<file path="config.mk">
export PLATFORM = sky130hd
export DESIGN_NAME = value_noise_interpolator_unit
export DESIGN_NICKNAME = d
export VERILOG_FILES = /design/src/hdl/vni_pkg.sv /design/src/hdl/vni_recip_div.sv /design/src/hdl/vni_datapath.sv /design/src/hdl/vni_ctrl.sv /design/src/hdl/value_noise_interpolator_unit.sv
export SDC_FILE = /design/constraint.sdc
export NUM_CORES = 2
export LEC_CHECK = 0
export ABC_AREA = 1
export BUFFER_PORTS_ARGS = -buffer_cell sky130_fd_sc_hd__buf_2
export CORE_UTILIZATION = 40
export CTS_CLUSTER_SIZE = 25
export DETAILED_ROUTE_END_ITERATION = 6
export GPL_TIMING_DRIVEN = 0
export HOLD_SLACK_MARGIN = 0.1
export SLEW_MARGIN = 40
export SYNTH_ARGS = -nofsm -noshare
export SYNTH_HDL_FRONTEND = slang
export SYNTH_HIERARCHICAL = 1
export SYNTH_SLANG_ARGS = --single-unit
</file>
<file path="constraint.sdc">
create_clock -name clk -period 10.2 [get_ports clk]
set_input_delay 1.02 -clock clk [delete_from_list [all_inputs] [get_ports clk]]
set_output_delay 1.02 -clock clk [all_outputs]
set_load 0.05 [all_outputs]
</file>
<file path="src/hdl/vni_pkg.sv">
// vni_pkg: shared constants, register indexes and the control/status structs
// used between the value noise controller and its datapath. No dependencies.
`default_nettype none

package vni_pkg;

	localparam int SEG_W      = 7;   // samples_per_segment register width
	localparam int LEN_W      = 16;  // total_length register width
	localparam int IDX_W      = 16;  // sample_index width
	localparam int CFG_DATA_W = 16;
	localparam int CFG_ADDR_W = 2;
	localparam int FRAC_W     = 16;  // Q0.16 position and easing
	localparam int RECIP_W    = FRAC_W + 1;  // floor(65536 / f) needs 17 bits for f = 1

	localparam logic [CFG_ADDR_W-1:0] REG_SEG_LEN   = 2'd0;
	localparam logic [CFG_ADDR_W-1:0] REG_TOTAL_LEN = 2'd1;

	localparam logic [SEG_W-1:0] SEG_RESET = 7'd30;
	localparam logic [LEN_W-1:0] LEN_RESET = 16'd1024;

	// 3.0 in Q2.16
	localparam logic [FRAC_W+1:0] EASE_THREE = 18'd196608;

	typedef struct packed {
		logic             load_prev;
		logic             load_seg;
		logic             div_start;
		logic             issue;
		logic             last;
		logic             done;
		logic [IDX_W-1:0] index;
		logic [SEG_W-1:0] seg_len;
	} vni_cmd_t;

	typedef struct packed {
		logic adv;
		logic div_done;
	} vni_stat_t;

endpackage

`default_nettype wire

</file>
<file path="src/hdl/vni_recip_div.sv">
// vni_recip_div: restoring divider, one quotient bit per cycle, that forms
// floor(65536 / f) and 65536 mod f for the position step. Uses vni_pkg.
`default_nettype none

module vni_recip_div
	import vni_pkg::*;
(
	input  wire logic               clk,
	input  wire logic               arst_n,
	input  wire logic               start,
	input  wire logic [SEG_W-1:0]   divisor,
	output logic                    done,
	output logic [RECIP_W-1:0]      quot,
	output logic [SEG_W-1:0]        rem
);

	localparam int CNT_W = $clog2(RECIP_W);

	logic             busy_q;
	logic             done_q;
	logic [CNT_W-1:0] cnt_q;
	logic [SEG_W-1:0] rem_q;
	logic [RECIP_W-1:0] quot_q;

	logic [SEG_W:0] shifted;
	logic [SEG_W:0] diff;
	logic           ge;

	// dividend is 2^16: only its top bit is set
	assign shifted = {rem_q, (cnt_q == CNT_W'(RECIP_W - 1))};
	assign ge      = shifted >= {1'b0, divisor};
	assign diff    = shifted - {1'b0, divisor};

	always_ff @(posedge clk or negedge arst_n) begin
		if (!arst_n) begin
			busy_q <= 1'b0;
			done_q <= 1'b0;
			cnt_q  <= '0;
		end else if (start) begin
			busy_q <= 1'b1;
			done_q <= 1'b0;
			cnt_q  <= CNT_W'(RECIP_W - 1);
		end else if (busy_q) begin
			cnt_q <= cnt_q - 1'b1;
			if (cnt_q == '0) begin
				busy_q <= 1'b0;
				done_q <= 1'b1;
			end
		end else begin
			done_q <= 1'b0;
		end
	end

	always_ff @(posedge clk) begin
		if (start) begin
			rem_q  <= '0;
			quot_q <= '0;
		end else if (busy_q) begin
			rem_q  <= ge ? diff[SEG_W-1:0] : shifted[SEG_W-1:0];
			quot_q <= {quot_q[RECIP_W-2:0], ge};
		end
	end

	assign done = done_q;
	assign quot = quot_q;
	assign rem  = rem_q;

endmodule

`default_nettype wire

</file>
<file path="src/hdl/vni_datapath.sv">
// vni_datapath: point registers, position accumulator and the easing and
// blend pipeline with its output register. Uses vni_pkg and vni_recip_div.
`default_nettype none

module vni_datapath
	import vni_pkg::*;
#(
	parameter int SAMPLE_WIDTH = 16
) (
	input  wire logic                           clk,
	input  wire logic                           arst_n,
	input  wire logic signed [SAMPLE_WIDTH-1:0] point_value,
	input  wire vni_cmd_t                       cmd,
	output vni_stat_t                           stat,
	input  wire logic                           out_ready,
	output logic                                out_valid,
	output logic signed [SAMPLE_WIDTH-1:0]      sample,
	output logic [IDX_W-1:0]                    sample_index,
	output logic                                last_of_run,
	output logic                                sequence_done
);

	localparam int SW = SAMPLE_WIDTH;
	localparam int DW = SW + 1;           // point difference
	localparam int PW = SW + FRAC_W + 2;  // s * d product

	logic [RECIP_W-1:0] quot;
	logic [SEG_W-1:0]   rem;
	logic               div_done;
	logic               adv;

	vni_recip_div u_div (
		.clk     (clk),
		.arst_n  (arst_n),
		.start   (cmd.div_start),
		.divisor (cmd.seg_len),
		.done    (div_done),
		.quot    (quot),
		.rem     (rem)
	);

	// segment state
	logic signed [SW-1:0] prev_q;
	logic signed [SW-1:0] a_q;
	logic signed [DW-1:0] d_q;
	logic [FRAC_W-1:0]    t_q;
	logic [SEG_W-1:0]     r_q;

	logic [SEG_W:0]       r_sum;
	logic                 wrap;
	logic [SEG_W:0]       r_nxt;
	logic [RECIP_W-1:0]   t_sum;

	// t = x * 65536 / f stepped as quotient plus carried remainder
	assign r_sum = {1'b0, r_q} + {1'b0, rem};
	assign wrap  = r_sum >= {1'b0, cmd.seg_len};
	assign r_nxt = wrap ? r_sum - {1'b0, cmd.seg_len} : r_sum;
	assign t_sum = {1'b0, t_q} + quot + RECIP_W'(wrap);

	always_ff @(posedge clk) begin
		if (cmd.load_prev) begin
			prev_q <= point_value;
		end
		if (cmd.load_seg) begin
			a_q    <= prev_q;
			d_q    <= DW'(point_value) - DW'(prev_q);
			prev_q <= point_value;
			t_q    <= '0;
			r_q    <= '0;
		end else if (cmd.issue) begin
			t_q <= t_sum[FRAC_W-1:0];
			r_q <= r_nxt[SEG_W-1:0];
		end
	end

	// pipeline: s1 position, s2 t^2 and 3-2t, s3 ease, s4 blend product
	logic valid_s1, valid_s2, valid_s3, valid_s4, out_valid_q;

	logic [FRAC_W-1:0]      t_s1;
	logic [FRAC_W-1:0]      t2_s2;
	logic [FRAC_W+1:0]      w_s2;
	logic [FRAC_W-1:0]      s_s3;
	logic signed [PW-1:0]   p_s4;

	logic signed [SW-1:0]   a_s1, a_s2, a_s3, a_s4;
	logic signed [DW-1:0]   d_s1, d_s2, d_s3;
	logic [IDX_W-1:0]       idx_s1, idx_s2, idx_s3, idx_s4;
	logic                   last_s1, last_s2, last_s3, last_s4;
	logic                   done_s1, done_s2, done_s3, done_s4;

	logic [2*FRAC_W-1:0]    tt;
	logic [2*FRAC_W+1:0]    tw;
	logic signed [FRAC_W:0] s_ext;
	logic signed [PW-1:0]   blend;

	logic signed [SW-1:0]   sample_q;
	logic [IDX_W-1:0]       index_q;
	logic                   last_q, done_q;

	assign adv   = !out_valid_q || out_ready;
	assign tt    = t_s1 * t_s1;
	assign tw    = t2_s2 * w_s2;
	assign s_ext = $signed({1'b0, s_s3});
	assign blend = PW'(a_s4) + (p_s4 >>> FRAC_W);

	always_ff @(posedge clk or negedge arst_n) begin
		if (!arst_n) begin
			valid_s1    <= 1'b0;
			valid_s2    <= 1'b0;
			valid_s3    <= 1'b0;
			valid_s4    <= 1'b0;
			out_valid_q <= 1'b0;
		end else if (adv) begin
			valid_s1    <= cmd.issue;
			valid_s2    <= valid_s1;
			valid_s3    <= valid_s2;
			valid_s4    <= valid_s3;
			out_valid_q <= valid_s4;
		end
	end

	always_ff @(posedge clk) begin
		if (adv) begin
			t_s1    <= t_q;
			a_s1    <= a_q;
			d_s1    <= d_q;
			idx_s1  <= cmd.index;
			last_s1 <= cmd.last;
			done_s1 <= cmd.done;

			t2_s2   <= tt[2*FRAC_W-1:FRAC_W];
			w_s2    <= EASE_THREE - (FRAC_W+2)'({t_s1, 1'b0});
			a_s2    <= a_s1;
			d_s2    <= d_s1;
			idx_s2  <= idx_s1;
			last_s2 <= last_s1;
			done_s2 <= done_s1;

			// ease stays below one, so the upper bits are zero
			s_s3    <= tw[2*FRAC_W-1:FRAC_W];
			a_s3    <= a_s2;
			d_s3    <= d_s2;
			idx_s3  <= idx_s2;
			last_s3 <= last_s2;
			done_s3 <= done_s2;

			p_s4    <= s_ext * d_s3;
			a_s4    <= a_s3;
			idx_s4  <= idx_s3;
			last_s4 <= last_s3;
			done_s4 <= done_s3;

			// arithmetic shift floors toward minus infinity
			sample_q <= blend[SW-1:0];
			index_q  <= idx_s4;
			last_q   <= last_s4;
			done_q   <= done_s4;
		end
	end

	assign stat.adv      = adv;
	assign stat.div_done = div_done;

	assign out_valid     = out_valid_q;
	assign sample        = sample_q;
	assign sample_index  = index_q;
	assign last_of_run   = last_q;
	assign sequence_done = done_q;

	a_rem_below_len: assert property (@(posedge clk) disable iff (!arst_n)
		cmd.issue |-> r_q < cmd.seg_len)
		else $error("position remainder not below segment length");

	a_pipe_to_out: assert property (@(posedge clk) disable iff (!arst_n)
		valid_s4 && adv |=> out_valid_q)
		else $error("sample lost between blend stage and output");

endmodule

`default_nettype wire

</file>
<file path="src/hdl/vni_ctrl.sv">
// vni_ctrl: configuration registers, sequence counters and the state machine
// that sequences divide and sample issue. Uses vni_pkg.
`default_nettype none

module vni_ctrl
	import vni_pkg::*;
#(
	parameter int MAX_SEGMENT = 64,
	parameter int COUNT_WIDTH = 16
) (
	input  wire logic                  clk,
	input  wire logic                  arst_n,
	input  wire logic                  cfg_write_en,
	input  wire logic [CFG_ADDR_W-1:0] cfg_index,
	input  wire logic [CFG_DATA_W-1:0] cfg_wdata,
	input  wire logic                  in_valid,
	input  wire logic                  restart,
	output logic                       in_ready,
	output vni_cmd_t                   cmd,
	input  wire vni_stat_t             stat
);

	localparam int CMP_W = (COUNT_WIDTH > LEN_W) ? COUNT_WIDTH : LEN_W;

	typedef enum logic [1:0] {
		IDLE,
		DIV,
		RUN
	} state_t;

	state_t                 state_q;
	logic [SEG_W-1:0]       seg_cfg_q;
	logic [LEN_W-1:0]       len_cfg_q;
	logic [COUNT_WIDTH-1:0] count_q;
	logic [SEG_W-1:0]       x_q;
	logic                   have_prev_q;
	logic                   finished_q;
	logic                   recip_ok_q;

	logic [SEG_W-1:0]       seg_len;
	logic [LEN_W-1:0]       len_eff;
	logic [COUNT_WIDTH-1:0] count_inc;
	logic [CMP_W-1:0]       count_ext;
	logic                   accept;
	logic                   start_seg;
	logic                   reached;
	logic                   issue;
	logic                   done;
	logic                   last;

	always_comb begin
		if (seg_cfg_q == '0) begin
			seg_len = SEG_W'(1);
		end else if (seg_cfg_q > SEG_W'(MAX_SEGMENT)) begin
			seg_len = SEG_W'(MAX_SEGMENT);
		end else begin
			seg_len = seg_cfg_q;
		end
	end

	assign len_eff   = (len_cfg_q == '0) ? LEN_W'(1) : len_cfg_q;
	assign count_inc = count_q + 1'b1;
	assign count_ext = CMP_W'(count_q);
	assign reached   = count_ext >= CMP_W'(len_eff);

	assign accept    = in_valid && (state_q == IDLE);
	assign start_seg = accept && !restart && !finished_q && have_prev_q && !reached;
	assign issue     = (state_q == RUN) && stat.adv;
	assign done      = CMP_W'(count_inc) >= CMP_W'(len_eff);
	assign last      = done || (x_q == seg_len - 1'b1);

	assign in_ready = (state_q == IDLE);

	assign cmd.load_prev = accept && (restart || (!finished_q && !have_prev_q));
	assign cmd.load_seg  = start_seg;
	assign cmd.div_start = start_seg && !recip_ok_q;
	assign cmd.issue     = issue;
	assign cmd.last      = last;
	assign cmd.done      = done;
	assign cmd.index     = count_ext[IDX_W-1:0];
	assign cmd.seg_len   = seg_len;

	always_ff @(posedge clk or negedge arst_n) begin
		if (!arst_n) begin
			state_q     <= IDLE;
			seg_cfg_q   <= SEG_RESET;
			len_cfg_q   <= LEN_RESET;
			count_q     <= '0;
			x_q         <= '0;
			have_prev_q <= 1'b0;
			finished_q  <= 1'b0;
			recip_ok_q  <= 1'b0;
		end else begin
			if (cfg_write_en) begin
				case (cfg_index)
					REG_SEG_LEN: begin
						seg_cfg_q  <= cfg_wdata[SEG_W-1:0];
						recip_ok_q <= 1'b0;
					end
					REG_TOTAL_LEN: begin
						len_cfg_q <= cfg_wdata[LEN_W-1:0];
					end
					default: begin
					end
				endcase
			end

			case (state_q)
				IDLE: begin
					if (accept) begin
						if (restart) begin
							count_q     <= '0;
							finished_q  <= 1'b0;
							have_prev_q <= 1'b1;
						end else if (!finished_q) begin
							if (!have_prev_q) begin
								have_prev_q <= 1'b1;
							end else if (reached) begin
								finished_q <= 1'b1;
							end else begin
								x_q     <= '0;
								state_q <= recip_ok_q ? RUN : DIV;
							end
						end
					end
				end
				DIV: begin
					if (stat.div_done) begin
						recip_ok_q <= 1'b1;
						state_q    <= RUN;
					end
				end
				RUN: begin
					if (issue) begin
						count_q <= count_inc;
						x_q     <= x_q + 1'b1;
						if (done) begin
							finished_q <= 1'b1;
						end
						if (last) begin
							state_q <= IDLE;
						end
					end
				end
				default: begin
					state_q <= IDLE;
				end
			endcase
		end
	end

	a_last_ends_run: assert property (@(posedge clk) disable iff (!arst_n)
		issue && last |=> state_q == IDLE)
		else $error("run did not end after its last sample");

	a_done_sets_finished: assert property (@(posedge clk) disable iff (!arst_n)
		issue && done |=> finished_q)
		else $error("sequence end not recorded");

	a_run_needs_recip: assert property (@(posedge clk) disable iff (!arst_n)
		state_q == RUN |-> recip_ok_q)
		else $error("samples issued without a valid position step");

endmodule

`default_nettype wire

</file>
<file path="src/hdl/value_noise_interpolator_unit.sv">
// value_noise_interpolator_unit: top level of the smoothstep value noise block.
// Depends on vni_pkg, vni_ctrl, vni_datapath and vni_recip_div.
`default_nettype none

// A point that starts a segment occupies the block while the controller takes
// the request and issues samples_per_segment samples (fewer when the sequence
// ends inside the segment), one sample per cycle while the output register is
// empty or out_ready is high. After reset or a write of samples_per_segment,
// the first segment also waits for the bit-serial divider that forms the
// position step 65536 / f; the step is kept for later segments. Points that
// emit nothing (restart, first point, finished sequence) leave the controller
// idle. Samples pass the easing multipliers and the output register, which
// lets the next point be taken while the last sample still waits for out_ready.
module value_noise_interpolator_unit
	import vni_pkg::*;
#(
	parameter int SAMPLE_WIDTH = 16,
	parameter int MAX_SEGMENT  = 64,
	parameter int COUNT_WIDTH  = 16
) (
	input  wire logic                           clk,
	input  wire logic                           arst_n,
	input  wire logic                           cfg_write_en,
	input  wire logic [CFG_ADDR_W-1:0]          cfg_index,
	input  wire logic [CFG_DATA_W-1:0]          cfg_wdata,
	input  wire logic                           in_valid,
	output logic                                in_ready,
	input  wire logic signed [SAMPLE_WIDTH-1:0] point_value,
	input  wire logic                           restart,
	output logic                                out_valid,
	input  wire logic                           out_ready,
	output logic signed [SAMPLE_WIDTH-1:0]      sample,
	output logic [IDX_W-1:0]                    sample_index,
	output logic                                last_of_run,
	output logic                                sequence_done
);

	vni_cmd_t  cmd;
	vni_stat_t stat;

	vni_ctrl #(
		.MAX_SEGMENT (MAX_SEGMENT),
		.COUNT_WIDTH (COUNT_WIDTH)
	) u_ctrl (
		.clk          (clk),
		.arst_n       (arst_n),
		.cfg_write_en (cfg_write_en),
		.cfg_index    (cfg_index),
		.cfg_wdata    (cfg_wdata),
		.in_valid     (in_valid),
		.restart      (restart),
		.in_ready     (in_ready),
		.cmd          (cmd),
		.stat         (stat)
	);

	vni_datapath #(
		.SAMPLE_WIDTH (SAMPLE_WIDTH)
	) u_datapath (
		.clk           (clk),
		.arst_n        (arst_n),
		.point_value   (point_value),
		.cmd           (cmd),
		.stat          (stat),
		.out_ready     (out_ready),
		.out_valid     (out_valid),
		.sample        (sample),
		.sample_index  (sample_index),
		.last_of_run   (last_of_run),
		.sequence_done (sequence_done)
	);

endmodule

`default_nettype wire
</file>
==> results.sh <==
export IMPL_min_path_type="primary input to asynchronous set/reset pin"
export IMPL_rrSetupSlack_ps=3390
export IMPL_r2r_end="u_datapath/t2_s2[14]"
export IMPL_die_w_um=342.4
export IMPL_setup_viol=0
export IMPL_finalMaxSlewViolations=0
export IMPL_wl_per_cell_um=16.11
export IMPL_place_congestion=0.9510
export IMPL_end_kind="flip-flop"
export IMPL_diodes=0
export IMPL_fin_nets=6416
export IMPL_path_class="flip-flop to flip-flop"
export IMPL_core_um2=114700
export IMPL_relSlewSlack_pct=46.09
export IMPL_grt_pass1_vias=34270
export IMPL_syn_cell_area_um2=46350
export IMPL_drt_iter0_drc=2053
export IMPL_reg2regPathDepth=21
export IMPL_drc=0
export IMPL_drtAntennaViolNets=0
export IMPL_clock_path_buffers=3
export IMPL_cts_root_buf="clkbuf_16"
export IMPL_num_io_pins=76
export IMPL_startpoint="u_datapath/t_s1[11]"
export IMPL_holdWs_ps=281.8
export IMPL_vias_per_cell=4.831
export IMPL_r2r_start="u_datapath/t_s1[11]"
export IMPL_ctsHtreeMaxLevel=2
export IMPL_grt_busiest_layer="met2"
export IMPL_wirelength_um=111800
export IMPL_startpoint_type="flip-flop"
export IMPL_insertion_delay_ps=630
export IMPL_syn_avg_cell_area_um2=8.831
export IMPL_use_met3_pct=3.174
export IMPL_synthCells=5249
export IMPL_placed_cells=6844
export IMPL_path_buf_inv=5
export IMPL_slowest_stage="buf_1"
export IMPL_fillers=11240
export IMPL_fin_skew_ps=17.39
export IMPL_tritoncts="done"
export IMPL_path_max_fanout=10
export IMPL_synth_warnings=6
export IMPL_cts_sinks=460
export IMPL_cp_top_family="adder cells"
export IMPL_grt_setup_unrepaired="no"
export IMPL_port_buffers=75
export IMPL_cp_required_ps=10590
export IMPL_overflow=0
export IMPL_routed_via_count=33500
export IMPL_grt_use_met1_pct=25.34
export IMPL_max_stage_delay_ps=600
export IMPL_crit_end="u_datapath/t2_s2[14]"
export IMPL_dp_hpwl_um=90770
export IMPL_finalHoldViolCount=0
export IMPL_grt_pass1_wl_um=181400
export IMPL_status="completed"
export IMPL_antenna_found_initial=2
export IMPL_num_rows=124
export IMPL_postCtsHoldBufs=0
export IMPL_fin_crit_ps=6814
export IMPL_arrival_ps=7200
export IMPL_dieArea_um2=117200
export IMPL_worstMarginPinSlew_ps=808.6
export IMPL_fp_dieH_um=342.4
export IMPL_finalNonFillerCells=6935
export IMPL_postCtsResizedCells=0
export IMPL_post_dp_cell_area_um2=48790
export IMPL_maxCapViolations=0
export IMPL_final_area_um2=50530
export IMPL_dr_pass1_iters=6
export IMPL_post_cts_setup_buffer_count=0
export IMPL_syn_nets=6281
export IMPL_initial_core_util_pct=40.43
export IMPL_crit_top_cell="fa_1"
export IMPL_fmax_ghz=0.1467
export IMPL_grtUsageMet2_pct=33.64
export IMPL_critical_path_depth=21
export IMPL_area_growth_synth_to_final_pct=9.021
export IMPL_grt_max_degree=45
export IMPL_clkTransAtPathRegs_ps=60
export IMPL_min_period_over_period_pct=66.81
export IMPL_path_cells="clkbuf_1 > buf_1 > nand2_1 > fa_1 > inv_1 > fa_1 > fa_1 > fa_1 > fa_1 > inv_1 > fa_1 > inv_1 > ha_1 > a21oi_1 > o21ai_0 > a21oi_1 > nor2_1 > nor2_1 > nand2_1 > nand2_1 > nand2_1"
export IMPL_final_layout_size_suffix_gt1_share_pct=5.366
export IMPL_grtUsageTotal_pct=19.65
export IMPL_cts_made_buffers=50
worst min-delay path by stage:
stage | from | end | slack (ps) | depth (start not counted)
2_1_floorplan | u_datapath/a_q[0] | u_datapath/a_s1[0] | 400 | 0
3_3_place_gp | u_datapath/idx_s3[11] | u_datapath/idx_s4[11] | 400 | 0
3_5_place_dp | u_datapath/a_q[11] | u_datapath/a_s1[11] | 400 | 0
4_1_cts | arst_n | u_ctrl/len_cfg_q[9] | 240 | 1
5_1_grt | arst_n | u_ctrl/len_cfg_q[12] | 270 | 1
6_report | arst_n | u_ctrl/len_cfg_q[12] | 280 | 1
placed cells by master (no fill, tap or decap), types with 10 or more instances in the layout:
master / count
inv_1: 1327
nand2_1: 1212
fa_1: 584
ha_1: 408
edfxtp_1: 351
nor2_1: 234
a21oi_1: 192
clkbuf_1: 152
nand3_1: 138
o21ai_0: 116
xor2_1: 92
buf_2: 82
dfrtp_1: 58
clkbuf_16: 52
dfxtp_1: 46
nor3_1: 35
nand4_1: 31
xnor2_1: 26
a21o_1: 23
or2_2: 16
o22ai_1: 16
o21bai_1: 15
nor2_2: 11
inv_2: 10
nand3b_1: 10
stage by stage:
stage / TNS (ps) / utilization, % / setup WS, ps
floorplan: 0 / - / 77.31
global placement: -787940 / 42.41 / -3641
detailed placement: 0 / 42.55 / 3434
CTS: 0 / 44.07 / 3426
global route: 0 / 44.08 / 3099
finish: 0 / 44.08 / 3386
metal layers:
metal,share of wire [%],vias up,wire (um)
met4,3.0,2,3340
met2,48,879,54110
met5,0.012,-,13
met3,6.0,177,6660
li1,-,16200,-
met1,43,16250,47630
area by class of cell:
cell class              count  area (um2)  share of cell area (%)
repair buffers             83       538.0                   1.065
clock buffers              59        1328                   2.627
inverters                1341        5046                   9.985
well taps                1512        1892                   3.744
clock inverters            32       415.4                  0.8220
multi-input cells        3271       27510                   54.43
flip-flops and latches    460       13040                   25.81
plain buffers             177       767.0                   1.518
sequential cells by signal (all words and copies together) (netlist names), 17 cells and up:
| name | count |
|---|---|
| u_datapath/d_q | 17 |
| u_datapath/d_s1 | 17 |
| u_datapath/d_s2 | 17 |
| u_datapath/d_s3 | 17 |
| u_datapath/w_s2 | 17 |
Power is not shown: default switching activity piles up to over one toggle a cycle in this logic, so the estimate is an artifact.
